<file path="config.mk">
export PLATFORM = sky130hd
export DESIGN_NAME = fpc_core
export DESIGN_NICKNAME = d
export VERILOG_FILES = /design/src/rtl/fpc_pkg.sv /design/src/rtl/fpc_core.sv
export SDC_FILE = /design/constraint.sdc
export NUM_CORES = 1
export LEC_CHECK = 0
export BUFFER_PORTS_ARGS = -buffer_cell sky130_fd_sc_hd__buf_2
export CORE_UTILIZATION = 52
export CTS_CLUSTER_SIZE = 8
export DETAILED_ROUTE_END_ITERATION = 7
export GPL_ROUTABILITY_DRIVEN = 0
export PLACE_DENSITY = 0.73
export SKIP_CTS_REPAIR_TIMING = 1
export SLEW_MARGIN = 15
export SYNTH_ARGS = -nofsm -noshare
export SYNTH_HDL_FRONTEND = slang
export SYNTH_SLANG_ARGS = --single-unit
</file>
<file path="constraint.sdc">
create_clock -name clk -period 3.8 [get_ports clk]
set_input_delay 0.57 -clock clk [delete_from_list [all_inputs] [get_ports clk]]
set_output_delay 0.57 -clock clk [all_outputs]
set_load 0.05 [all_outputs]
</file>
<file path="src/rtl/fpc_pkg.sv">
// ---------------------------------------------------------------------------
// fpc_pkg: shared types and constants of the fragmented packet checker
// Beat payload structs, result codes, configuration register indexes and resets.
// ---------------------------------------------------------------------------
`default_nettype none

package fpc_pkg;

  // Header byte fields
  localparam logic [7:0] START_BIT = 8'h80;
  localparam logic [7:0] SEQ_MASK  = 8'h1f;

  // Configuration register indexes
  localparam logic [1:0] CFG_SINGLE_LIMIT = 2'd0;
  localparam logic [1:0] CFG_START_MARK   = 2'd1;
  localparam logic [1:0] CFG_FIRST_CODE   = 2'd2;

  // Configuration reset values
  localparam logic [7:0] RST_SINGLE_LIMIT = 8'd17;
  localparam logic [7:0] RST_START_MARK   = 8'd0;
  localparam logic [7:0] RST_FIRST_CODE   = 8'd161;

  // Required high offset bits; accepted command codes span eight consecutive values
  localparam logic [4:0] CMD_SPAN_HI = 5'd0;  // code offset bits 7..3 must be zero

  // Command indexes that act on the pause flag
  localparam logic [2:0] CMD_IDX_RESUME_A = 3'd0;
  localparam logic [2:0] CMD_IDX_RESUME_B = 3'd2;
  localparam logic [2:0] CMD_IDX_PAUSE    = 3'd3;

  typedef enum logic [1:0] {
    ST_ACCEPTED    = 2'd0,
    ST_CHECK_ERR   = 2'd1,
    ST_HEADER_ERR  = 2'd2,
    ST_UNKNOWN_CMD = 2'd3
  } status_t;

  typedef struct packed {
    logic [7:0] data_byte;
    logic       fragment_end;
  } item_t;

  typedef struct packed {
    status_t    status;
    logic [2:0] command_index;
    logic [7:0] command_code;
    logic [4:0] sequence_number;
    logic       upload_paused;
  } result_t;

  typedef struct packed {
    logic [7:0] single_fragment_limit;
    logic [7:0] host_start_mark;
    logic [7:0] first_command_code;
  } cfg_t;

endpackage

`default_nettype wire

</file>
<file path="src/rtl/fpc_core.sv">
// ---------------------------------------------------------------------------
// fpc_core: packet state and result register
// Tracks header, byte count and running XOR; registers one result per packet.
// ---------------------------------------------------------------------------
`default_nettype none

module fpc_core
  import fpc_pkg::*;
#(
  parameter int HEADER_POS  = 0,
  parameter int LENGTH_POS  = 1,
  parameter int COMMAND_POS = 2
) (
  input  wire logic    clk,
  input  wire logic    rst,
  input  wire cfg_t    cfg,
  input  wire logic    item_valid,
  input  wire item_t   item,
  output logic         item_ready,
  output logic         res_valid,
  output result_t      res,
  input  wire logic    res_stall
);

  localparam logic [7:0] HDR_POS = 8'(HEADER_POS);
  localparam logic [7:0] LEN_POS = 8'(LENGTH_POS);
  localparam logic [7:0] CMD_POS = 8'(COMMAND_POS);

  logic       multi_mode, multi_mode_next;
  logic [7:0] byte_count, byte_count_next;
  logic [7:0] running_check, running_check_next;
  logic       header_mark, header_mark_next;
  logic [4:0] packet_sequence, packet_sequence_next;
  logic [7:0] declared_length, declared_length_next;
  logic [7:0] packet_command, packet_command_next;
  logic       pause_flag, pause_flag_next;

  logic       take;
  logic       finish;
  logic [7:0] check_upd;
  logic [7:0] count_inc;
  logic [7:0] seq_byte;
  logic [8:0] code_diff;
  logic [7:0] mark_seen;
  result_t    res_next;

  // Advance when the result slot is free or drains this cycle
  assign item_ready = !res_valid || !res_stall;
  assign take       = item_valid && item_ready;

  always_comb begin
    header_mark_next     = header_mark;
    packet_sequence_next = packet_sequence;
    declared_length_next = declared_length;
    packet_command_next  = packet_command;
    seq_byte             = item.data_byte & SEQ_MASK;

    if (!multi_mode) begin
      if (byte_count == 8'd0) begin
        header_mark_next     = 1'b0;
        packet_sequence_next = 5'd0;
        declared_length_next = 8'd0;
        packet_command_next  = 8'd0;
      end
      if (byte_count == HDR_POS) begin
        header_mark_next     = |(item.data_byte & START_BIT);
        packet_sequence_next = seq_byte[4:0];
      end
      if (byte_count == LEN_POS) begin
        declared_length_next = item.data_byte;
      end
      if (byte_count == CMD_POS) begin
        packet_command_next = item.data_byte;
      end
    end

    check_upd = running_check ^ item.data_byte;
    count_inc = (byte_count == 8'hff) ? byte_count : byte_count + 8'd1;

    finish = 1'b0;
    multi_mode_next = multi_mode;
    if (item.fragment_end) begin
      if (!multi_mode) begin
        finish = declared_length_next < cfg.single_fragment_limit;
        multi_mode_next = !finish;
      end else begin
        finish = count_inc > declared_length_next;
      end
    end

    code_diff = {1'b0, packet_command_next} - {1'b0, cfg.first_command_code};
    mark_seen = header_mark_next ? START_BIT : 8'h00;

    pause_flag_next        = pause_flag;
    res_next.command_index = 3'd0;
    if (check_upd != 8'd0) begin
      res_next.status = ST_CHECK_ERR;
    end else if (mark_seen != cfg.host_start_mark) begin
      res_next.status = ST_HEADER_ERR;
    end else if (!code_diff[8] && code_diff[7:3] == CMD_SPAN_HI) begin
      res_next.status        = ST_ACCEPTED;
      res_next.command_index = code_diff[2:0];
      if (code_diff[2:0] == CMD_IDX_PAUSE) begin
        pause_flag_next = 1'b1;
      end else if (code_diff[2:0] == CMD_IDX_RESUME_A ||
                   code_diff[2:0] == CMD_IDX_RESUME_B) begin
        pause_flag_next = 1'b0;
      end
    end else begin
      res_next.status = ST_UNKNOWN_CMD;
    end
    if (!finish) begin
      pause_flag_next = pause_flag;
    end
    res_next.command_code    = packet_command_next;
    res_next.sequence_number = packet_sequence_next;
    res_next.upload_paused   = pause_flag_next;

    if (finish) begin
      multi_mode_next    = 1'b0;
      byte_count_next    = 8'd0;
      running_check_next = 8'd0;
    end else begin
      byte_count_next    = count_inc;
      running_check_next = check_upd;
    end
  end

  always_ff @(posedge clk) begin
    if (rst) begin
      multi_mode      <= 1'b0;
      byte_count      <= 8'd0;
      running_check   <= 8'd0;
      header_mark     <= 1'b0;
      packet_sequence <= 5'd0;
      declared_length <= 8'd0;
      packet_command  <= 8'd0;
      pause_flag      <= 1'b0;
      res_valid       <= 1'b0;
    end else begin
      if (take) begin
        multi_mode      <= multi_mode_next;
        byte_count      <= byte_count_next;
        running_check   <= running_check_next;
        header_mark     <= header_mark_next;
        packet_sequence <= packet_sequence_next;
        declared_length <= declared_length_next;
        packet_command  <= packet_command_next;
        pause_flag      <= pause_flag_next;
        res_valid       <= finish;
      end else if (!res_stall) begin
        res_valid <= 1'b0;
      end
    end
  end

  always_ff @(posedge clk) begin
    if (take && finish) begin
      res <= res_next;
    end
  end

endmodule

`default_nettype wire

</file>
; ---- Word level (Yosys, flattened, before mapping)
; Cells that the tools add are included.
[classes]
n_eq_ne = 7
addsub = 2
n_bitwise = 2
n_mux = 29
shift = 0
order_cmp = 2
n_reduce_logical = 16
n_mul = 0
div = 0
[op_table]
columns = operator, n
row1 = 2-to-1 mux 8 bit, 10
row2 = 2-to-1 mux 1 bit, 15
row3 = 2-to-1 mux 5 bit, 2
row4 = subtractor 8 x 8 -> 9 bit, 1
row5 = "adder 8 x 1 -> 8 bit, second input constant", 1
row6 = "== test 8 x 1 -> 1 bit, second input constant", 1
row7 = "== test 8 x 2 -> 1 bit, second input constant", 1
row8 = "== test 8 bit, second input constant", 1
row9 = greater-than comparator 8 bit, 1
row10 = zero test 8 bit, 1
row11 = less-than comparator 8 bit, 1
row12 = inequality test 8 bit, 1
row13 = nonzero test 8 bit, 1
row14 = XOR 8 bit, 1
row15 = "== test 3 x 2 -> 1 bit, second input constant", 2
row16 = zero test 5 bit, 1
row17 = zero test 1 bit, 4
row18 = 2-to-1 mux 2 bit, 2
row19 = logical AND 1 bit, 3
row20 = zero test 3 bit, 1
row21 = OR reduction 3 bit, 1
row22 = logical OR 1 bit, 2
row23 = "inequality test 2 x 1 -> 1 bit, second input constant", 1
row24 = AND reduction 2 bit, 1
row25 = 2 further kinds, 2
[word_totals]
input_bits = 37
elab_cells = 72
latch_bits = 0
rom_bits = 0
n_memories = 0
register_bits = 60
ramBits = 0

; ---- Logic depth before layout (Yosys ltp)
[logic_depth]
depth_word = 13
depth_mapped = 17

; ---- Worst setup path after synthesis
; Ideal clock, no wire load.
[synth_path]
path_type = register to register
from = register byte_count[3]
to = register res[0] (netlist name), enable pin
path_stages_with_launch = 15
arrival_time_ns = 3.533
setup_time_ns = 0.395
path_slack_ns = -0.128
n_path_buf = 2
cell_sequence = dfxtp_1 buf_2 or4_4 nor2_1 nand2_1 clkbuf_1 and3_1 a21oi_1 inv_1 ha_1 a21o_1 a21o_1 a211oi_1 a21oi_1 nor2_1
[synth_via]
elab_chain_cells = 8
word_cells_on_any_way = 13
cone_classes = add/sub (1) / order compare (2) / eq/ne (2) / mux (6) / reduce/logical (2)
[synth_lines]
columns = item, line_no
row1 = "start, declared", fpc_core.sv:30  ; logic [7:0] byte_count, byte_count_next;
row2 = "start signal, assigned", fpc_core.sv:143  ; byte_count <= byte_count_next;
row3 = zero test 8 bit, fpc_core.sv:59  ; if (byte_count == 8'd0) begin
row4 = 2-to-1 mux 8 bit, fpc_core.sv:59
row5 = 2-to-1 mux 8 bit (*), fpc_core.sv:69  ; if (byte_count == LEN_POS) begin
row6 = 2-to-1 mux 8 bit (*), fpc_core.sv:58  ; if (!multi_mode) begin
row7 = net declared_length_next[4], fpc_core.sv:34  ; logic [7:0] declared_length, declared_length_next;
row8 = less-than comparator 8 bit / greater-than comparator 8 bit (equally long branches), "fpc_core.sv:84, fpc_core.sv:87"
row9 = 2-to-1 mux 1 bit (*), fpc_core.sv:83  ; if (!multi_mode) begin
row10 = 2-to-1 mux 1 bit (*), fpc_core.sv:82  ; if (item.fragment_end) begin
row11 = logical AND 1 bit (*), fpc_core.sv:158  ; if (take && finish) begin
row12 = "end signal, assigned", fpc_core.sv:159  ; res <= res_next;
row13 = "end, declared", fpc_core.sv:21  ; output result_t res,
; The timed path passes the listed nets; every way through them passes the cells marked *.
; A chain may end at the register's enable or synchronous reset.

; ---- Worst setup path in the final report
[layout_path]
from = register byte_count[7]
to = register pause_flag
[layout_via]
word_cells_on_any_way = 34
cone_classes = add/sub (2) / order compare (2) / eq/ne (6) / mux (18) / reduce/logical (6)
[layout_lines]
columns = item, line_no
row1 = zero test 8 bit, fpc_core.sv:59
row2 = 2-to-1 mux 8 bit, fpc_core.sv:59
row3 = 2-to-1 mux 8 bit (*), fpc_core.sv:72  ; if (byte_count == CMD_POS) begin
row4 = 2-to-1 mux 8 bit (*), fpc_core.sv:58
row5 = net packet_command_next[4], fpc_core.sv:35  ; logic [7:0] packet_command, packet_command_next;
row6 = subtractor 8 x 8 -> 9 bit (*), fpc_core.sv:91  ; code_diff = {1'b0, packet_command_next} - {1'b0, cfg.first_command_code};
row7 = zero test 5 bit / zero test 1 bit (equally long branches), fpc_core.sv:100  ; end else if (!code_diff[8] && code_diff[7:3] == CMD_SPAN_HI) begin
row8 = logical AND 1 bit (*), fpc_core.sv:100
row9 = 2-to-1 mux 1 bit (*), fpc_core.sv:100
row10 = 2-to-1 mux 1 bit (*), fpc_core.sv:98  ; end else if (mark_seen != cfg.host_start_mark) begin
row11 = 2-to-1 mux 1 bit (*), fpc_core.sv:96  ; if (check_upd != 8'd0) begin
row12 = 2-to-1 mux 1 bit (*), fpc_core.sv:112  ; if (!finish) begin
row13 = "end signal, assigned", fpc_core.sv:149  ; pause_flag <= pause_flag_next;
row14 = "end, declared", fpc_core.sv:36  ; logic pause_flag, pause_flag_next;
; Marks and branches as above.

==> impl_metrics.py <==
metrics = {
    "status": {
        "outcome": "completed",
    },
    "route": {
        "drtIter0Drc": 230,
        "route.detailed.drc": 0,
        "first_pass_iters": 4,
        "post_drt_wl_per_cell_um": 14.8,
        "ant_nets": 0,
        "routed_wl_um": 9000,
        "num_vias": 3427,
        "viasPerCell": 5.62,
    },
    "placed_design": {
        "dp.cells": 590,
        "dp_hpwl_um": 6300,
        "portBuffers": 57,
    },
    "synthesis": {
        "ys_seq_elements": 60,
        "syn-num-nets": 510,
        "seq_area_frac_synth": 0.379,
        "synthCells": 445,
        "yosys_warnings": 0,
        "synth_area_um2": 3670,
        "synth_ff_type": "dfxtp_1",
        "async_reset_ff_frac": 0,
        "synth_enable_flop_cells": 19,
        "netlist-cell-type-count": 50,
        "synth.avg_cell_area_um2": 8.26,
    },
    "timing": {
        "fin_crit_ns": 3.61,
        "setup_violations": 0,
        "hold_viol": 0,
        "min_period_over_period": 0.949,
        "hold_slack_ns": 0.487,
        "worst_slew_pin_slew_ns": 1.05,
        "fmax_mhz": 277,
        "relSlewSlack": 0.296,
        "slew_viol_final": 0,
        "skew_ns": 0.0137,
    },
    "global_routing": {
        "grt_pass1_wl_um": 14500,
        "grt_max_degree": 44,
        "grt-ovfl-total": 0,
        "grt_pass1_vias": 3086,
        "grt_use_total": 0.251,
        "antenna_found_initial": 0,
    },
    "worst_hold_path": {
        "hold_class": "reg -> reg",
    },
    "finish": {
        "fin_nets": 574,
        "final_cell_mix": "57 x buf_2, 50 x nor2_1, 48 x nand2_1",
        "instances_no_fill": 610,
        "fillers": 578,
        "area_growth_pct": 20.6,
        "antenna-diode-count": 0,
        "layout_commonest_cell": "buf_2",
        "seqCellArea_um2": 1390,
        "multi_input_area_um2": 2160,
        "layout-drive-gt1-share": 0.214,
    },
    "floorplan": {
        "core_um2": 6790,
        "die_w_um": 86.1,
        "die_h_um": 86.1,
        "io_pins": 58,
        "die-area_um2": 7410,
        "initial_core_util": 0.541,
        "rows": 30,
    },
    "cts": {
        "cts_buffers": 9,
        "cts_root_buffer": "clkbuf_8",
        "cts.sinks": 60,
        "worstSkewPairLatency_ns": 0.34,
        "clk_pin_slew_ns": 0.07,
        "cts_max_level": 3,
        "cts_buffer_depth": 2,
        "cts_tree": "built",
    },
    "power": {
        "p_leak_uw": 0.00199,
        "powerDensity_nw_per_um2": 378,
        "finalPower_uw": 1670,
        "vdd_drop_max_mv": 0.177,
    },
    "setup_path": {
        "cp_num_buf_inv": 1,
        "crit_path_cell_trace": "nor3_1 > and3_4 > nor2_1 > buf_4 > a22o_1 > ha_1 > o21a_1 > o21a_1 > o22ai_1 > mux2i_2 > nand4_2 > o31a_1 > a211oi_1",
        "critPathMaxStageDelay_ns": 0.41,
        "cp.arrival_ns": 3.86,
        "crit_top_cell": "o21a_1",
        "critPathCaptureType": "flop",
        "critPathLaunchType": "flop",
        "worstPathMaxFanout": 7,
        "critPathKind": "reg -> reg",
        "crit_required_ns": 4.05,
        "crit_family": "compound AO/OA/AOI/OAI gates",
        "cp_slowest_cell": "nor3_1",
    },
    "flow_run": {
        "maxCapViolations": 0,
    },
}
-- layer usage --
layer,wire length [um],vias up,track usage
li1,-,1697,-
met1,3890,1598,0.323
met2,4430,114,0.415
met3,520,18,0.0404
met4,170,0,0.112
met5,0,-,0
-- tightest hold or removal path, stage by stage (launching register included) --
cell     delay (ns)
dfxtp_1        0.31
o21ai_0        0.06
a21oi_1        0.07
-- final timing paths --
kind              slack [ns]  cells past startpoint     startpoint           to
hold / removal          0.49                      2    header_mark  header_mark
setup / recovery        0.19                     13  byte_count[7]   pause_flag
hold reg to reg         0.49                      2    header_mark  header_mark
setup reg to reg        0.19                     13  byte_count[7]   pause_flag
-- Yosys cell counts, types with 3 or more instances --
library cell  instances  share of area
nand2_1              50          0.051
mux2i_1               6          0.016
nand4_1               9          0.015
edfxtp_1             19           0.16
nor3_1               17          0.023
xnor2_1               8          0.019
a21o_1                3         0.0061
a21oi_1              34          0.046
inv_1                29          0.030
a31oi_1               3         0.0051
o21a_1                4         0.0082
a211oi_1             12          0.025
a22o_1                7          0.017
dfxtp_1              41           0.22
o31a_1                4         0.0095
xor2_1                3         0.0072
nor3b_1               6          0.012
nor2_1               52          0.053
o21ai_0              17          0.023
ha_1                 27          0.092
nand3_1              17          0.023
nor2b_1              13          0.022
and3_1               13          0.022
nand2b_1              3         0.0051
clkbuf_1             16          0.016
-- report_power, final --
part | switching [uW] | internal, uW | leakage, uW
registers | 15.5 | 696 | 0.000518
clock network | 262 | 369 | 0.000104
logic | 211 | 121 | 0.00137
total | 489 | 1190 | 0.00199
-- metrics by stage --
step	setup WS (ns)	cell area, um2	utilization	TNS, ns
after CTS	-0.0442	4320	0.636	-0.0442
after global routing	-0.0486	4430	0.652	-0.0635
final	0.192	4430	0.652	0
after detailed placement	-0.0221	4110	0.604	-0.0221
after floorplan	0.0631	3680	-	0
after global placement	0.212	4110	0.604	0
-- layout make-up --
type / count / share of cell area
clock buffers: 10 / 0.0288
clock inverters: 6 / 0.0201
inverters: 29 / 0.0246
multi-input cells: 335 / 0.488
flip-flops and latches: 60 / 0.315
well taps: 96 / 0.0271
repair buffers: 74 / 0.0969
-- kinds of logic (layout without fill, tap and decap cells) --
group | count (synthesis) | count (layout) | synth area share
flip-flops | 60 | 60 | 0.379
adder cells (fa/ha/maj) | 28 | 28 | 0.0974
XOR/XNOR | 11 | 11 | 0.0262
buffers and inverters | 50 | 119 | 0.0548
AND/OR/NAND/NOR | 196 | 196 | 0.264
AO/OA/AOI/OAI | 94 | 94 | 0.163
multiplexers | 6 | 6 | 0.0163
-- state kept, by name, indices dropped and copies added (netlist names) --
name / count
res_valid: 1
packet_sequence: 5
declared_length: 8
pause_flag: 1
header_mark: 1
packet_command: 8
byte_count: 8
multi_mode: 1
running_check: 8
res: 19
Note: power is estimated with default switching activity, not from simulation.
